===== src/hdl/trle_pkg.sv =====
`timescale 1ns / 1ps
// ----------------------------------------------------------------------------
// trle_pkg
// Shared types and constants of the TGA run-length pixel encoder.
// ----------------------------------------------------------------------------
package trle_pkg;

  // Depths of the command queue and of the result queue
  localparam int unsigned CMD_DEPTH = 4;
  localparam int unsigned OUT_DEPTH = 4;

  // Packet header fields
  localparam logic [7:0] HDR_RUN_FLAG  = 8'h80;
  localparam logic [6:0] HDR_CNT_MASK  = 7'h7F;

  // One packet to emit, as handed from the front end to the back end
  typedef struct packed {
    logic        is_run;  // run packet: one pixel, count in header
    logic [7:0]  count;   // pixels in the packet
    logic        bank;    // buffer bank holding the raw pixels
    logic        last;    // packet closes the image
    logic [31:0] pixel;   // run pixel
  } cmd_t;

  // One result beat
  typedef struct packed {
    logic        header_valid;
    logic [7:0]  header_byte;
    logic [31:0] pixel_out;
    logic        stream_last;
  } item_t;

  // Back end releases a drained buffer bank
  typedef struct packed {
    logic valid;
    logic bank;
  } bank_free_t;

endpackage


===== src/hdl/tga_rle_pixel_encoder.sv =====
`timescale 1ns / 1ps
// ----------------------------------------------------------------------------
// tga_rle_pixel_encoder
// TGA run-length encoder for 32-bit pixels.
//
// Input queue side: push_i with pixel_in_i and image_end_i is taken when
// full_o is low. Result queue side: while empty_o is low the oldest beat
// (header_valid_o, header_byte_o, pixel_out_o, stream_last_o) is shown and
// pop_i takes it. One beat per run packet or raw pixel; header on the first.
// A write on cfg_valid_i/cfg_data_i sets the red/blue swap (reset: on).
//
// A pixel is taken per cycle while packets grow and full_o is low. A closing
// packet becomes a command in a 4-deep queue; the back end expands it at one
// beat per cycle while the result queue has room (raw pixels come from a
// two-bank buffer RAM with registered read) and registers each beat before
// the result queue. Up to two packets per pixel: the second waits in a hold
// register that holds full_o high. Input stalls while the bank to be filled
// is still being drained, so raw packets longer than one pixel sustain about
// one pixel per cycle when the sink pops every cycle. A stalled sink fills
// the 4-beat result queue, then the command queue, then holds full_o high.
// Reset empties all queues and the open packet; no clearing pass is needed.
// ----------------------------------------------------------------------------
module tga_rle_pixel_encoder
  import trle_pkg::*;
#(
  parameter int unsigned MAX_PACKET = 32
) (
  input  logic        clk_i,
  input  logic        rst_ni,
  input  logic        push_i,
  output logic        full_o,
  input  logic [31:0] pixel_in_i,
  input  logic        image_end_i,
  output logic        empty_o,
  input  logic        pop_i,
  output logic        header_valid_o,
  output logic [7:0]  header_byte_o,
  output logic [31:0] pixel_out_o,
  output logic        stream_last_o,
  input  logic        cfg_valid_i,
  output logic        cfg_ready_o,
  input  logic        cfg_data_i
);

  localparam int unsigned ADDR_W = $clog2(MAX_PACKET) + 1;

  cmd_t                         cmd_in, cmd_out;
  logic                         cmd_push, cmd_full, cmd_pop, cmd_empty;
  logic [$clog2(CMD_DEPTH+1)-1:0] cmd_count;
  logic                         ram_we;
  logic [ADDR_W-1:0]            ram_waddr, ram_raddr;
  logic [31:0]                  ram_wdata, ram_rdata;
  bank_free_t                   bank_free;
  logic                         out_push, out_full;
  item_t                        out_item, out_head;
  logic [$clog2(OUT_DEPTH+1)-1:0] out_count;

  assign cfg_ready_o = 1'b1;

  // Front end: classify pixels and fill the raw buffer
  trle_front #(
    .MAX_PACKET(MAX_PACKET)
  ) u_front (
    .clk_i       (clk_i),
    .rst_ni      (rst_ni),
    .push_i      (push_i),
    .pixel_in_i  (pixel_in_i),
    .image_end_i (image_end_i),
    .full_o      (full_o),
    .cfg_valid_i (cfg_valid_i),
    .cfg_data_i  (cfg_data_i),
    .cmd_push_o  (cmd_push),
    .cmd_o       (cmd_in),
    .cmd_full_i  (cmd_full),
    .ram_we_o    (ram_we),
    .ram_waddr_o (ram_waddr),
    .ram_wdata_o (ram_wdata),
    .bank_free_i (bank_free)
  );

  // Packet command queue
  trle_fifo #(
    .WIDTH($bits(cmd_t)),
    .DEPTH(CMD_DEPTH)
  ) u_cmd_fifo (
    .clk_i   (clk_i),
    .rst_ni  (rst_ni),
    .push_i  (cmd_push),
    .data_i  (cmd_in),
    .full_o  (cmd_full),
    .pop_i   (cmd_pop),
    .data_o  (cmd_out),
    .empty_o (cmd_empty),
    .count_o (cmd_count)
  );

  // Two-bank raw pixel buffer
  trle_ram #(
    .WIDTH(32),
    .DEPTH(2 ** ADDR_W)
  ) u_raw_ram (
    .clk_i   (clk_i),
    .we_i    (ram_we),
    .waddr_i (ram_waddr),
    .wdata_i (ram_wdata),
    .raddr_i (ram_raddr),
    .rdata_o (ram_rdata)
  );

  // Back end: expand commands into beats
  trle_back #(
    .MAX_PACKET(MAX_PACKET)
  ) u_back (
    .clk_i       (clk_i),
    .rst_ni      (rst_ni),
    .cmd_i       (cmd_out),
    .cmd_empty_i (cmd_empty),
    .cmd_pop_o   (cmd_pop),
    .ram_raddr_o (ram_raddr),
    .ram_rdata_i (ram_rdata),
    .bank_free_o (bank_free),
    .out_count_i (out_count),
    .out_push_o  (out_push),
    .out_item_o  (out_item)
  );

  // Result queue
  trle_fifo #(
    .WIDTH($bits(item_t)),
    .DEPTH(OUT_DEPTH)
  ) u_out_fifo (
    .clk_i   (clk_i),
    .rst_ni  (rst_ni),
    .push_i  (out_push),
    .data_i  (out_item),
    .full_o  (out_full),
    .pop_i   (pop_i),
    .data_o  (out_head),
    .empty_o (empty_o),
    .count_o (out_count)
  );

  assign header_valid_o = out_head.header_valid;
  assign header_byte_o  = out_head.header_byte;
  assign pixel_out_o    = out_head.pixel_out;
  assign stream_last_o  = out_head.stream_last;

  // Queue counts stay within depth
  assert property (@(posedge clk_i) disable iff (!rst_ni)
    cmd_count <= ($bits(cmd_count))'(CMD_DEPTH))
    else $error("tga_rle_pixel_encoder: command queue overfilled");

  // No beat is pushed into a full result queue
  assert property (@(posedge clk_i) disable iff (!rst_ni)
    out_push |-> !out_full)
    else $error("tga_rle_pixel_encoder: result beat dropped");

  // The buffer is never written and drained at the same bank in one cycle
  assert property (@(posedge clk_i) disable iff (!rst_ni)
    (ram_we && bank_free.valid) |-> (ram_waddr[ADDR_W-1] != bank_free.bank))
    else $error("tga_rle_pixel_encoder: write into bank being drained");

endmodule


===== src/hdl/trle_ram.sv =====
`timescale 1ns / 1ps
// ----------------------------------------------------------------------------
// trle_ram
// Generic single-write, single-read RAM with registered read data.
// ----------------------------------------------------------------------------
module trle_ram #(
  parameter int unsigned WIDTH = 32,
  parameter int unsigned DEPTH = 64
) (
  input  logic                     clk_i,
  input  logic                     we_i,
  input  logic [$clog2(DEPTH)-1:0] waddr_i,
  input  logic [WIDTH-1:0]         wdata_i,
  input  logic [$clog2(DEPTH)-1:0] raddr_i,
  output logic [WIDTH-1:0]         rdata_o
);

  logic [WIDTH-1:0] mem_q [DEPTH];
  logic [WIDTH-1:0] rdata_q;

  // Write port
  always_ff @(posedge clk_i) begin
    if (we_i) begin
      mem_q[waddr_i] <= wdata_i;
    end
  end

  // Registered read port
  always_ff @(posedge clk_i) begin
    rdata_q <= mem_q[raddr_i];
  end

  assign rdata_o = rdata_q;

endmodule


===== src/hdl/trle_fifo.sv =====
`timescale 1ns / 1ps
// ----------------------------------------------------------------------------
// trle_fifo
// Small register queue with fill count, used for commands and results.
// ----------------------------------------------------------------------------
module trle_fifo #(
  parameter int unsigned WIDTH = 8,
  parameter int unsigned DEPTH = 4
) (
  input  logic                       clk_i,
  input  logic                       rst_ni,
  input  logic                       push_i,
  input  logic [WIDTH-1:0]           data_i,
  output logic                       full_o,
  input  logic                       pop_i,
  output logic [WIDTH-1:0]           data_o,
  output logic                       empty_o,
  output logic [$clog2(DEPTH+1)-1:0] count_o
);

  localparam int unsigned PTR_W = (DEPTH > 1) ? $clog2(DEPTH) : 1;
  localparam int unsigned CNT_W = $clog2(DEPTH+1);

  logic [WIDTH-1:0] mem_q [DEPTH];
  logic [PTR_W-1:0] wptr_q, wptr_d, rptr_q, rptr_d;
  logic [CNT_W-1:0] cnt_q, cnt_d;
  logic             do_push, do_pop;

  assign full_o  = (cnt_q == CNT_W'(DEPTH));
  assign empty_o = (cnt_q == '0);
  assign count_o = cnt_q;
  assign data_o  = mem_q[rptr_q];
  assign do_push = push_i && !full_o;
  assign do_pop  = pop_i && !empty_o;

  // Advance pointers with wrap at the depth
  always_comb begin
    wptr_d = wptr_q;
    rptr_d = rptr_q;
    cnt_d  = cnt_q;
    if (do_push) begin
      wptr_d = (wptr_q == PTR_W'(DEPTH-1)) ? '0 : wptr_q + PTR_W'(1);
    end
    if (do_pop) begin
      rptr_d = (rptr_q == PTR_W'(DEPTH-1)) ? '0 : rptr_q + PTR_W'(1);
    end
    if (do_push && !do_pop) begin
      cnt_d = cnt_q + CNT_W'(1);
    end else if (do_pop && !do_push) begin
      cnt_d = cnt_q - CNT_W'(1);
    end
  end

  always_ff @(posedge clk_i or negedge rst_ni) begin
    if (!rst_ni) begin
      wptr_q <= '0;
      rptr_q <= '0;
      cnt_q  <= '0;
    end else begin
      wptr_q <= wptr_d;
      rptr_q <= rptr_d;
      cnt_q  <= cnt_d;
    end
  end

  // Store the pushed entry
  always_ff @(posedge clk_i) begin
    if (do_push) begin
      mem_q[wptr_q] <= data_i;
    end
  end

endmodule


===== src/hdl/trle_front.sv =====
`timescale 1ns / 1ps
// ----------------------------------------------------------------------------
// trle_front
// Accepts pixels, tracks the open packet and issues packet commands.
// Raw pixels go to a two-bank buffer so the back end can drain one bank
// while the next raw packet fills the other.
// ----------------------------------------------------------------------------
module trle_front
  import trle_pkg::*;
#(
  parameter int unsigned MAX_PACKET = 32
) (
  input  logic                          clk_i,
  input  logic                          rst_ni,
  input  logic                          push_i,
  input  logic [31:0]                   pixel_in_i,
  input  logic                          image_end_i,
  output logic                          full_o,
  input  logic                          cfg_valid_i,
  input  logic                          cfg_data_i,
  output logic                          cmd_push_o,
  output cmd_t                          cmd_o,
  input  logic                          cmd_full_i,
  output logic                          ram_we_o,
  output logic [$clog2(MAX_PACKET):0]   ram_waddr_o,
  output logic [31:0]                   ram_wdata_o,
  input  bank_free_t                    bank_free_i
);

  localparam int unsigned IDX_W = $clog2(MAX_PACKET);

  logic        swap_q;
  logic [7:0]  pend_q, pend_d;
  logic        run_q, run_d;
  logic [31:0] prev_q, prev_d;
  logic        bank_q, bank_d;
  logic [1:0]  busy_q, busy_d, busy_set;
  logic        hold_v_q, hold_v_d;
  cmd_t        hold_q;

  logic        accept, raw_full;
  logic [31:0] pix;
  logic        wr;
  logic [7:0]  widx;
  logic        wbank;
  cmd_t        cmd_a, cmd_b;
  logic        cmd_a_v, cmd_b_v;

  // Stall on a held command, full queue, busy bank, or full raw packet with the other bank busy
  assign raw_full = !run_q && (pend_q == 8'(MAX_PACKET));
  assign full_o   = hold_v_q || cmd_full_i || busy_q[bank_q] ||
                    (raw_full && busy_q[!bank_q]);
  assign accept   = push_i && !full_o;

  // Classify the pixel and update the open packet
  always_comb begin
    pix      = swap_q ? {pixel_in_i[31:24], pixel_in_i[7:0],
                         pixel_in_i[15:8], pixel_in_i[23:16]} : pixel_in_i;
    pend_d   = pend_q;
    run_d    = run_q;
    prev_d   = prev_q;
    bank_d   = bank_q;
    wr       = 1'b0;
    widx     = '0;
    wbank    = bank_q;
    cmd_a    = '0;
    cmd_a_v  = 1'b0;
    cmd_b    = '0;
    cmd_b_v  = 1'b0;
    busy_set = '0;

    if (accept) begin
      if (pend_q == '0) begin
        wr = 1'b1; widx = '0; wbank = bank_q;
        pend_d = 8'd1; run_d = 1'b0; prev_d = pix;
      end else if (run_q) begin
        if (pix == prev_q && pend_q < 8'(MAX_PACKET)) begin
          pend_d = pend_q + 8'd1;
        end else begin
          cmd_a_v = 1'b1;
          cmd_a.is_run = 1'b1;
          cmd_a.count  = pend_q;
          cmd_a.pixel  = prev_q;
          wr = 1'b1; widx = '0; wbank = bank_q;
          pend_d = 8'd1; run_d = 1'b0; prev_d = pix;
        end
      end else if (pix == prev_q) begin
        // Pixels before the repeat close as a raw packet
        if (pend_q > 8'd1) begin
          cmd_a_v = 1'b1;
          cmd_a.count = pend_q - 8'd1;
          cmd_a.bank  = bank_q;
          busy_set[bank_q] = 1'b1;
          bank_d = !bank_q;
        end
        run_d  = 1'b1;
        pend_d = 8'd2;
      end else if (pend_q < 8'(MAX_PACKET)) begin
        wr = 1'b1; widx = pend_q; wbank = bank_q;
        pend_d = pend_q + 8'd1;
        prev_d = pix;
      end else begin
        // Full raw packet: emit it and start over in the other bank
        cmd_a_v = 1'b1;
        cmd_a.count = pend_q;
        cmd_a.bank  = bank_q;
        busy_set[bank_q] = 1'b1;
        bank_d = !bank_q;
        wr = 1'b1; widx = '0; wbank = !bank_q;
        pend_d = 8'd1; run_d = 1'b0; prev_d = pix;
      end

      // Flush the open packet at image end
      if (image_end_i) begin
        cmd_b_v = 1'b1;
        cmd_b.last  = 1'b1;
        cmd_b.count = pend_d;
        if (run_d) begin
          cmd_b.is_run = 1'b1;
          cmd_b.pixel  = prev_d;
        end else begin
          cmd_b.bank = bank_d;
          busy_set[bank_d] = 1'b1;
          bank_d = !bank_d;
        end
        pend_d = '0;
        run_d  = 1'b0;
        prev_d = '0;
      end
    end
  end

  assign ram_we_o    = wr;
  assign ram_waddr_o = {wbank, widx[IDX_W-1:0]};
  assign ram_wdata_o = pix;

  // Command queue feed: first command now, a second one from the hold register once the queue has room
  always_comb begin
    hold_v_d   = hold_v_q;
    cmd_push_o = 1'b0;
    cmd_o      = cmd_a_v ? cmd_a : cmd_b;
    if (hold_v_q) begin
      cmd_o = hold_q;
      if (!cmd_full_i) begin
        cmd_push_o = 1'b1;
        hold_v_d   = 1'b0;
      end
    end else if (cmd_a_v || cmd_b_v) begin
      cmd_push_o = 1'b1;
      hold_v_d   = cmd_a_v && cmd_b_v;
    end
  end

  // Mark banks busy on issue, release when drained
  always_comb begin
    busy_d = busy_q | busy_set;
    if (bank_free_i.valid) begin
      busy_d[bank_free_i.bank] = 1'b0;
    end
  end

  always_ff @(posedge clk_i or negedge rst_ni) begin
    if (!rst_ni) begin
      swap_q   <= 1'b1;
      pend_q   <= '0;
      run_q    <= 1'b0;
      prev_q   <= '0;
      bank_q   <= 1'b0;
      busy_q   <= '0;
      hold_v_q <= 1'b0;
    end else begin
      if (cfg_valid_i) begin
        swap_q <= cfg_data_i;
      end
      pend_q   <= pend_d;
      run_q    <= run_d;
      prev_q   <= prev_d;
      bank_q   <= bank_d;
      busy_q   <= busy_d;
      hold_v_q <= hold_v_d;
    end
  end

  // Hold the flush command behind the first one
  always_ff @(posedge clk_i) begin
    if (accept && cmd_a_v && cmd_b_v) begin
      hold_q <= cmd_b;
    end
  end

endmodule


===== src/hdl/trle_back.sv =====
`timescale 1ns / 1ps
// ----------------------------------------------------------------------------
// trle_back
// Expands packet commands into result beats: one beat per run packet,
// one beat per buffered pixel of a raw packet, read from the buffer RAM.
// ----------------------------------------------------------------------------
module trle_back
  import trle_pkg::*;
#(
  parameter int unsigned MAX_PACKET = 32
) (
  input  logic                            clk_i,
  input  logic                            rst_ni,
  input  cmd_t                            cmd_i,
  input  logic                            cmd_empty_i,
  output logic                            cmd_pop_o,
  output logic [$clog2(MAX_PACKET):0]     ram_raddr_o,
  input  logic [31:0]                     ram_rdata_i,
  output bank_free_t                      bank_free_o,
  input  logic [$clog2(OUT_DEPTH+1)-1:0]  out_count_i,
  output logic                            out_push_o,
  output item_t                           out_item_o
);

  localparam int unsigned IDX_W = $clog2(MAX_PACKET);
  localparam int unsigned OCW   = $clog2(OUT_DEPTH+1);

  typedef enum logic {ST_IDLE, ST_EMIT} state_e;

  state_e      state_q;
  cmd_t        cmd_q;
  logic [7:0]  idx_q;
  logic        s1_v_q, s1_ram_q;
  item_t       s1_q;

  logic        room, issue, last_item;
  logic [7:0]  cnt_m1;
  logic [7:0]  hdr;

  // Room for one more beat in the result queue, counting the one in flight
  assign room      = (OCW'(out_count_i + OCW'(s1_v_q)) < OCW'(OUT_DEPTH));
  assign issue     = (state_q == ST_EMIT) && room;
  assign cmd_pop_o = (state_q == ST_IDLE) && !cmd_empty_i;
  assign cnt_m1    = cmd_q.count - 8'd1;
  // A run packet ends after its single beat
  assign last_item = cmd_q.is_run || (idx_q == cnt_m1);
  assign hdr       = cmd_q.is_run ? (HDR_RUN_FLAG | {1'b0, cnt_m1[6:0] & HDR_CNT_MASK})
                                  : {1'b0, cnt_m1[6:0] & HDR_CNT_MASK};

  assign ram_raddr_o       = {cmd_q.bank, idx_q[IDX_W-1:0]};
  assign bank_free_o.valid = issue && last_item && !cmd_q.is_run;
  assign bank_free_o.bank  = cmd_q.bank;

  // Second stage: merge RAM data into the beat
  always_comb begin
    out_push_o = s1_v_q;
    out_item_o = s1_q;
    if (s1_ram_q) begin
      out_item_o.pixel_out = ram_rdata_i;
    end
  end

  // Sequence the beats of one packet
  always_ff @(posedge clk_i or negedge rst_ni) begin
    if (!rst_ni) begin
      state_q <= ST_IDLE;
      idx_q   <= '0;
      s1_v_q  <= 1'b0;
    end else begin
      s1_v_q <= issue;
      case (state_q)
        ST_IDLE: begin
          if (!cmd_empty_i) begin
            state_q <= ST_EMIT;
            idx_q   <= '0;
          end
        end
        ST_EMIT: begin
          if (issue) begin
            idx_q <= idx_q + 8'd1;
            if (last_item) begin
              state_q <= ST_IDLE;
            end
          end
        end
        default: begin
          state_q <= ST_IDLE;
        end
      endcase
    end
  end

  // Command and beat payload
  always_ff @(posedge clk_i) begin
    if (cmd_pop_o) begin
      cmd_q <= cmd_i;
    end
    if (issue) begin
      s1_ram_q             <= !cmd_q.is_run;
      s1_q.header_valid    <= (idx_q == '0);
      s1_q.header_byte     <= (idx_q == '0) ? hdr : 8'd0;
      s1_q.pixel_out       <= cmd_q.pixel;
      s1_q.stream_last     <= cmd_q.last && last_item;
    end
  end

  // A beat never lands in a full result queue
  assert property (@(posedge clk_i) disable iff (!rst_ni)
    s1_v_q |-> (out_count_i != OCW'(OUT_DEPTH)))
    else $error("trle_back: beat pushed into full result queue");

  // A loaded packet always has pixels
  assert property (@(posedge clk_i) disable iff (!rst_ni)
    (state_q == ST_EMIT) |-> (cmd_q.count != 8'd0))
    else $error("trle_back: empty packet command");

  // The beat index stays inside the packet
  assert property (@(posedge clk_i) disable iff (!rst_ni)
    (state_q == ST_EMIT) |-> (idx_q < cmd_q.count))
    else $error("trle_back: beat index past packet end");

  // A run packet spans exactly one beat
  assert property (@(posedge clk_i) disable iff (!rst_ni)
    (issue && cmd_q.is_run) |-> last_item)
    else $error("trle_back: run packet with more than one beat");

endmodule


===== config.mk =====
export PLATFORM = sky130hd
export DESIGN_NAME = tga_rle_pixel_encoder
export DESIGN_NICKNAME = d
export VERILOG_FILES = /design/src/hdl/trle_pkg.sv /design/src/hdl/tga_rle_pixel_encoder.sv /design/src/hdl/trle_ram.sv /design/src/hdl/trle_fifo.sv /design/src/hdl/trle_front.sv /design/src/hdl/trle_back.sv
export SDC_FILE = /design/constraint.sdc
export NUM_CORES = 2
export LEC_CHECK = 0
export ABC_AREA = 0
export BUFFER_PORTS_ARGS = -buffer_cell sky130_fd_sc_hd__buf_4
export CELL_PAD_IN_SITES_DETAIL_PLACEMENT = 0
export CELL_PAD_IN_SITES_GLOBAL_PLACEMENT = 2
export CORE_UTILIZATION = 46
export DETAILED_ROUTE_END_ITERATION = 8
export PLACE_DENSITY_LB_ADDON = 0.1
export SKIP_CTS_REPAIR_TIMING = 1
export SLEW_MARGIN = 30
export SYNTH_ARGS = -nofsm -noshare
export SYNTH_HDL_FRONTEND = slang
export SYNTH_HIERARCHICAL = 1
export SYNTH_SLANG_ARGS = --single-unit

===== constraint.sdc =====
create_clock -name clk_i -period 5.7 [get_ports clk_i]
set_clock_uncertainty 0.1 [all_clocks]
set_input_delay 1.14 -clock clk_i [delete_from_list [all_inputs] [get_ports clk_i]]
set_output_delay 1.14 -clock clk_i [all_outputs]
set_load 0.05 [all_outputs]

**Yosys cells after proc, flatten, opt, wreduce, memory -nomap -nowiden**

Memory sizes are Yosys's and may differ from the RTL's. A register that Yosys moved wholly into a read port is not among the register bits.
Index checks and enable logic that the tools add are counted.

- $lt $le $gt $ge: 10
- Div/mod/pow operators: 0
- Reduce and logical (&&, ||, !) cells: 48
- Shifts and indexed selects: 0
- Bitwise logic cells: 5
- Eq/ne operators: 11
- Multiply operators: 0
- $add $sub $neg: 13
- Mux-type cells: 117

Operators by type and width:

| kind | number |
|---|---|
| 32-bit two-way mux | 11 |
| 43-bit two-way mux | 4 |
| 8-bit two-way mux | 10 |
| 1-bit two-way mux | 57 |
| 9-bit two-way mux | 4 |
| 32-bit equality test | 1 |
| 2-bit two-way mux | 14 |
| 5-bit two-way mux | 5 |
| 24-bit two-way mux | 1 |
| 1-bit logical AND | 23 |
| 10-bit two-way mux | 2 |
| 8-bit by 1-bit adder with 8-bit output, second input constant | 2 |
| 8-bit zero test | 2 |
| 8-bit case mux with 2 select lines | 1 |
| 8-bit by 1-bit subtractor with 8-bit output, second input constant | 2 |
| 1-bit zero test | 13 |
| 3-bit two-way mux | 4 |
| 2-bit by 1-bit adder with 2-bit output, second input constant | 4 |
| 2-bit equality test, second input constant | 4 |
| 8-bit by 6-bit equality test with 1-bit output, second input constant | 1 |
| 8-bit equality test | 1 |
| 8-bit by 1-bit greater-than comparator with 1-bit output, second input constant | 1 |
| 1-bit by 2-bit < comparator with 1-bit output, second input constant | 4 |
| 8-bit by 6-bit < comparator with 1-bit output, second input constant | 1 |
| 17 further kinds | 32 |

- Register bits: 156
- RAM bits: 2388
- ROM bits: 0
- Bits in latches: 0
- Memories kept: 3

Memories:

| memory | words | bits a word | read ports | clocked after memory_dff | write ports | line | source |
|---|---|---|---|---|---|---|---|
| u_raw_ram.mem_q | 64 | 32 | 1 | 1 | 1 | trle_ram.sv:18 | `logic [WIDTH-1:0] mem_q [DEPTH];` |
| u_cmd_fifo.mem_q | 4 | 43 | 1 | 1 | 1 | trle_fifo.sv:24 | `logic [WIDTH-1:0] mem_q [DEPTH];` |
| u_out_fifo.mem_q | 4 | 42 | 1 | 0 | 1 | trle_fifo.sv:24 |  |

**Longest topological paths before layout**

- Depth after elaboration: 19
- Depth in mapped cells: 17
- Depth with buffers taken out: 16

**Modules after synthesis**

Netlist, hierarchy kept.

Modules (own cells, without submodules):

| module | cells each | times used | area an instance (um^2) | sequential area each (um^2) |
|---|---|---|---|---|
| trle_ram | 3324 | 1 | 78515.3 | 62139.6 |
| trle_fifo at u_cmd_fifo | 262 | 1 | 6641.4 | 5340.1 |
| trle_fifo at u_out_fifo | 257 | 1 | 6506.2 | 5220.0 |
| trle_front | 652 | 1 | 6077.1 | 2443.6 |
| trle_back | 262 | 1 | 4063.9 | 2832.7 |
| tga_rle_pixel_encoder | 2 | 1 | 11.3 | 0.0 |

**Worst setup path after synthesis**

No wires, ideal clock.

- Path type: input port to flip-flop
- Start: in pixel_in_i[4]
- End: mem u_raw_ram.mem_q[96][0], in the netlist u_raw_ram/mem_q[48][0] (enable)
- Required time: 5.139 ns
- Path slack: -0.723 ns
- Path buffers: 4
- Data arrival time: 5.862 ns
- Stages on the path: 14
- Cells stage by stage: mux2_2 xor2_1 nor4_2 nand4_2 or2_1 buf_6 buf_2 nand3_1 nand2_1 o21ai_0 buf_4 clkbuf_1 nand4b_1 nor3_1

- Elaborated cells between the ends (all ways): 18
- Those cells by class: 1 x eq/ne; 16 x mux; 1 x reduce/logical

RTL lines:

| what | line | source |
|---|---|---|
| start: declaration | tga_rle_pixel_encoder.sv:32 | `input logic [31:0] pixel_in_i,` |
| 24-bit two-way mux | trle_front.sv:57 | `pix = swap_q ? {pixel_in_i[31:24], pixel_in_i[7:0],` |
| 32-bit equality test | trle_front.sv:87 | `end else if (pix == prev_q) begin` |
| 1-bit two-way mux | trle_front.sv:87 |  |
| 1-bit two-way mux | trle_front.sv:76 | `end else if (run_q) begin` |
| 1-bit two-way mux | trle_front.sv:73 | `if (pend_q == '0) begin` |
| 1-bit two-way mux | trle_front.sv:72 | `if (accept) begin` |
| via u_front.wbank | trle_front.sv:45 | `logic wbank;` |
| end: declaration | trle_ram.sv:18 |  |

The timed path passes the listed nets, and every way through them passes these cells.

**Final worst setup path**

- Start: reg u_front.swap_q
- End: mem u_raw_ram.mem_q[122][12], in the netlist u_raw_ram/mem_q[61][12] (enable)

- Elaborated cells between the ends (all ways): 18
- Those cells by class: 1 x eq/ne; 16 x mux; 1 x reduce/logical

RTL lines:

| what | line | source |
|---|---|---|
| start: declaration | trle_front.sv:32 | `logic swap_q;` |
| start signal: assignment | trle_front.sv:173 | `swap_q <= cfg_data_i;` |
| 24-bit two-way mux | trle_front.sv:57 |  |
| 32-bit equality test | trle_front.sv:87 |  |
| 5-bit two-way mux | trle_front.sv:87 |  |
| 5-bit two-way mux | trle_front.sv:76 |  |
| 5-bit two-way mux | trle_front.sv:73 |  |
| 5-bit two-way mux | trle_front.sv:72 |  |
| via ram_waddr[2] | tga_rle_pixel_encoder.sv:51 | `logic [ADDR_W-1:0] ram_waddr, ram_raddr;` |

The timed path passes the listed nets, and every way through them passes these cells.

==> results_dict.tcl <==
set metrics [dict create \
    critPathRequiredTime_ps 6190 \
    firstDrtPassIters 7 \
    grt_overflow_total 0 \
    grt_pass1_vias 48900 \
    leakagePower_nw 37.2 \
    max_freq_mhz 205 \
    async_reset_ff_share_pct 2.67 \
    cts.htree.levels 5 \
    r2r-start "u_front/swap_q$_DFFE_PN1P_" \
    num_vias 50100 \
    dp_hpwl_um 169000 \
    ir_drop_mv 0.346 \
    crit_type "reg2reg" \
    min_period_over_period_pct 85.7 \
    die_h_um 472 \
    area_growth_pct 15.1 \
    cp_data_arrival_time_ps 5380 \
    rsz0062_at_grt "no" \
    setup_violations 0 \
    synthSimpleGateAreaFrac_pct 2.67 \
    total_power_mw 56.4 \
    clock_latency_ps 920 \
    synthMuxAreaShare_pct 15.5 \
    via_per_inst 6.04 \
    drv_slew 0 \
    ioPinCount 84 \
    synth_seq_cells 2619 \
    num_rows 172 \
    wire_per_inst_um 33.2 \
    drc_errors 0 \
    maxCapViolations 0 \
    yosys.area.top_type "edfxtp_1" \
    cts.sinks 2619 \
    die_w_um 472 \
    antenna_found_initial 8 \
    ys.flop_type "edfxtp_1" \
    critPathLaunch "u_front/swap_q$_DFFE_PN1P_" \
    mappedNetlistArea_um2 102000 \
    drtIter0Drc 5790 \
    synth_edf_count 2517 \
    min_period_ps 4880 \
    synthCells 4759 \
    yosys_warnings 6 \
    slew_headroom_pct 29.7 \
    grt_max_degree 89 \
    die_area_um2 223000 \
    power_density_nw_per_um2 481 \
    fin_ws_ps 815 \
    final_nets 5172 \
    track_usage_pct 24.8 \
    finalHoldViolCount 0 \
    cts-root-buf "clkbuf_16" \
    core_um2 220000 \
    worstMarginPinSlew_ps 1050 \
    syn_avg_cell_area_um2 21.4 \
    ys_types 101 \
    tritoncts "built" \
    finalSetupTns_ps 0 \
    critical_path.max_fanout 30 \
    worst_setup_path_end_kind "register" \
    worstHoldStart "u_back/cmd_q[7]$_DFFE_PP_" \
    synth_top_family_by_area "multiplexers" \
    synth_top_area_share_pct 74.2 \
    cts_buffers 290 \
    synth.area.top_cells "edfxtp_1, mux4_2, dfrtp_1" \
    place_ws_ps 386 \
    fillers 16900 \
    synth_xor_area_share_pct 0.420 \
    clk_pin_slew_ps 60 \
    drtAntennaViolNets 0 \
    status "completed" \
    drive_above_1_share_pct 28.8 \
    finalWirelength_um 275000 \
    synthAdderAreaFrac_pct 0.333 \
    place_congestion 0.852 \
    clock_path_buffers 4 \
    hold_class "reg2reg" \
    grt_pass1_wl_um 386000 \
    floorplan.initialDensity_pct 46.3 \
    synth_compound_area_share_pct 2.74 \
    yosysSeqAreaShare_pct 76.6 \
    critPathLaunchType "register" \
    port_buffers 82 \
]
-- final timing paths --
path                       cells past startpoint                                 to  slack, ps
max                                           13  u_raw_ram/mem_q[61][12]$_DFFE_PP_        820
min in group asynchronous                      2           u_back/state_q$_DFF_PN0_        560
max in group asynchronous                      3     u_front/prev_q[13]$_DFFE_PN0P_       3740
max reg2reg                                   13  u_raw_ram/mem_q[61][12]$_DFFE_PP_        820
min reg2reg                                    0           u_back/s1_q[8]$_DFFE_PP_        310
min                                            0           u_back/s1_q[8]$_DFFE_PP_        310
-- registers in the layout, summed over array words and instances, names as in the netlist, 32 cells and up --
signal	count
u_front/hold_q	43
u_raw_ram/mem_q	2048
u_out_fifo/mem_q	168
u_front/prev_q	32
u_cmd_fifo/mem_q	172
u_raw_ram/rdata_o	32
u_back/s1_q	32
u_back/cmd_q	42
-- worst max-delay path, cell delays in order, from the launching register on --
cell	delay [ps]
dfstp_2	970
mux2i_1	520
xnor2_1	200
nor4_2	80
nand4_2	160
nor2_1	70
buf_4	180
nor4_2	660
and2_1	530
nor2b_1	230
nand3_1	100
buf_4	270
nor2_4	290
buf_12	200
-- per-layer routing --
layer	vias up	global-route usage, %	share of wire [%]
met5	-	0	0
met4	0	6.35	2.3
met3	278	4.14	7.2
met2	1850	35.2	44
met1	27300	39.7	46
li1	20600	-	-
-- power breakdown --
group	total [mW]	switching (mW)	internal [mW]
Sequential	23.5	0.887	22.6
Combinational	15.4	9.56	5.83
Clock	17.5	7.26	10.2
Total	56.4	17.7	38.6
-- area by class of cell --
class | count | area [µm²] | area share [%]
clock buffer | 376 | 7840 | 6.69
sequential | 2619 | 78000 | 66.5
multi-input combinational | 1792 | 22700 | 19.3
timing repair buffer | 353 | 3890 | 3.32
inverter | 52 | 201 | 0.172
clock inverter | 122 | 890 | 0.759
tap | 2958 | 3700 | 3.16
antenna | 18 | 45.0 | 0.0384
-- cell families (layout without fill, tap and decap cells) --
group | after synthesis | count (layout)
compound gates | 404 | 404
xor+xnor | 48 | 48
fa+ha+maj | 26 | 26
buf+inv | 349 | 903
flops | 2619 | 2619
mux | 784 | 784
other cells | 2 | 21
simple gates | 527 | 527
-- synthesized netlist by cell type (19+ instances only) --
cell,n
buf_4,69
a22oi_1,50
edfxtp_1,2517
dfrtp_1,69
buf_1,28
o21ai_0,47
inv_1,51
nor2b_1,19
ha_1,23
dfxtp_1,32
nand3_1,22
nand2_1,107
o22ai_1,87
nor2_1,184
nor4bb_1,20
o221ai_1,32
xnor2_1,34
nor3_1,24
mux4_2,629
buf_2,74
and3_1,34
mux2i_1,100
clkbuf_1,115
mux2_2,40
a21oi_1,82
-- through the flow --
step / hold WS, ps / util, % / cell area, µm² / cells
CTS: -56.6 / 53.3 / 117000 / 8266
finish: 311 / 53.4 / 117000 / 8290
floorplan: 300 / - / 102000 / 4760
global route: 322 / 53.3 / 117000 / 8274
detailed placement: 305 / 49.3 / 108000 / 7768
global placement: 303 / 49.3 / 108000 / 7767
-- cells in the final DEF, fill, tap and decap left out, types with 50 or more instances in the layout --
| cell type | instances |
|---|---|
| nor2_1 | 119 |
| nor2_4 | 63 |
| mux2i_1 | 100 |
| a22oi_1 | 50 |
| a21oi_1 | 81 |
| clkbuf_16 | 300 |
| clkinv_1 | 57 |
| buf_12 | 93 |
| o22ai_1 | 87 |
| dfrtp_1 | 60 |
| buf_4 | 251 |
| nand2_1 | 107 |
| clkbuf_1 | 71 |
| edfxtp_1 | 2517 |
| mux4_2 | 629 |
Power figures use the tool's default switching activity.
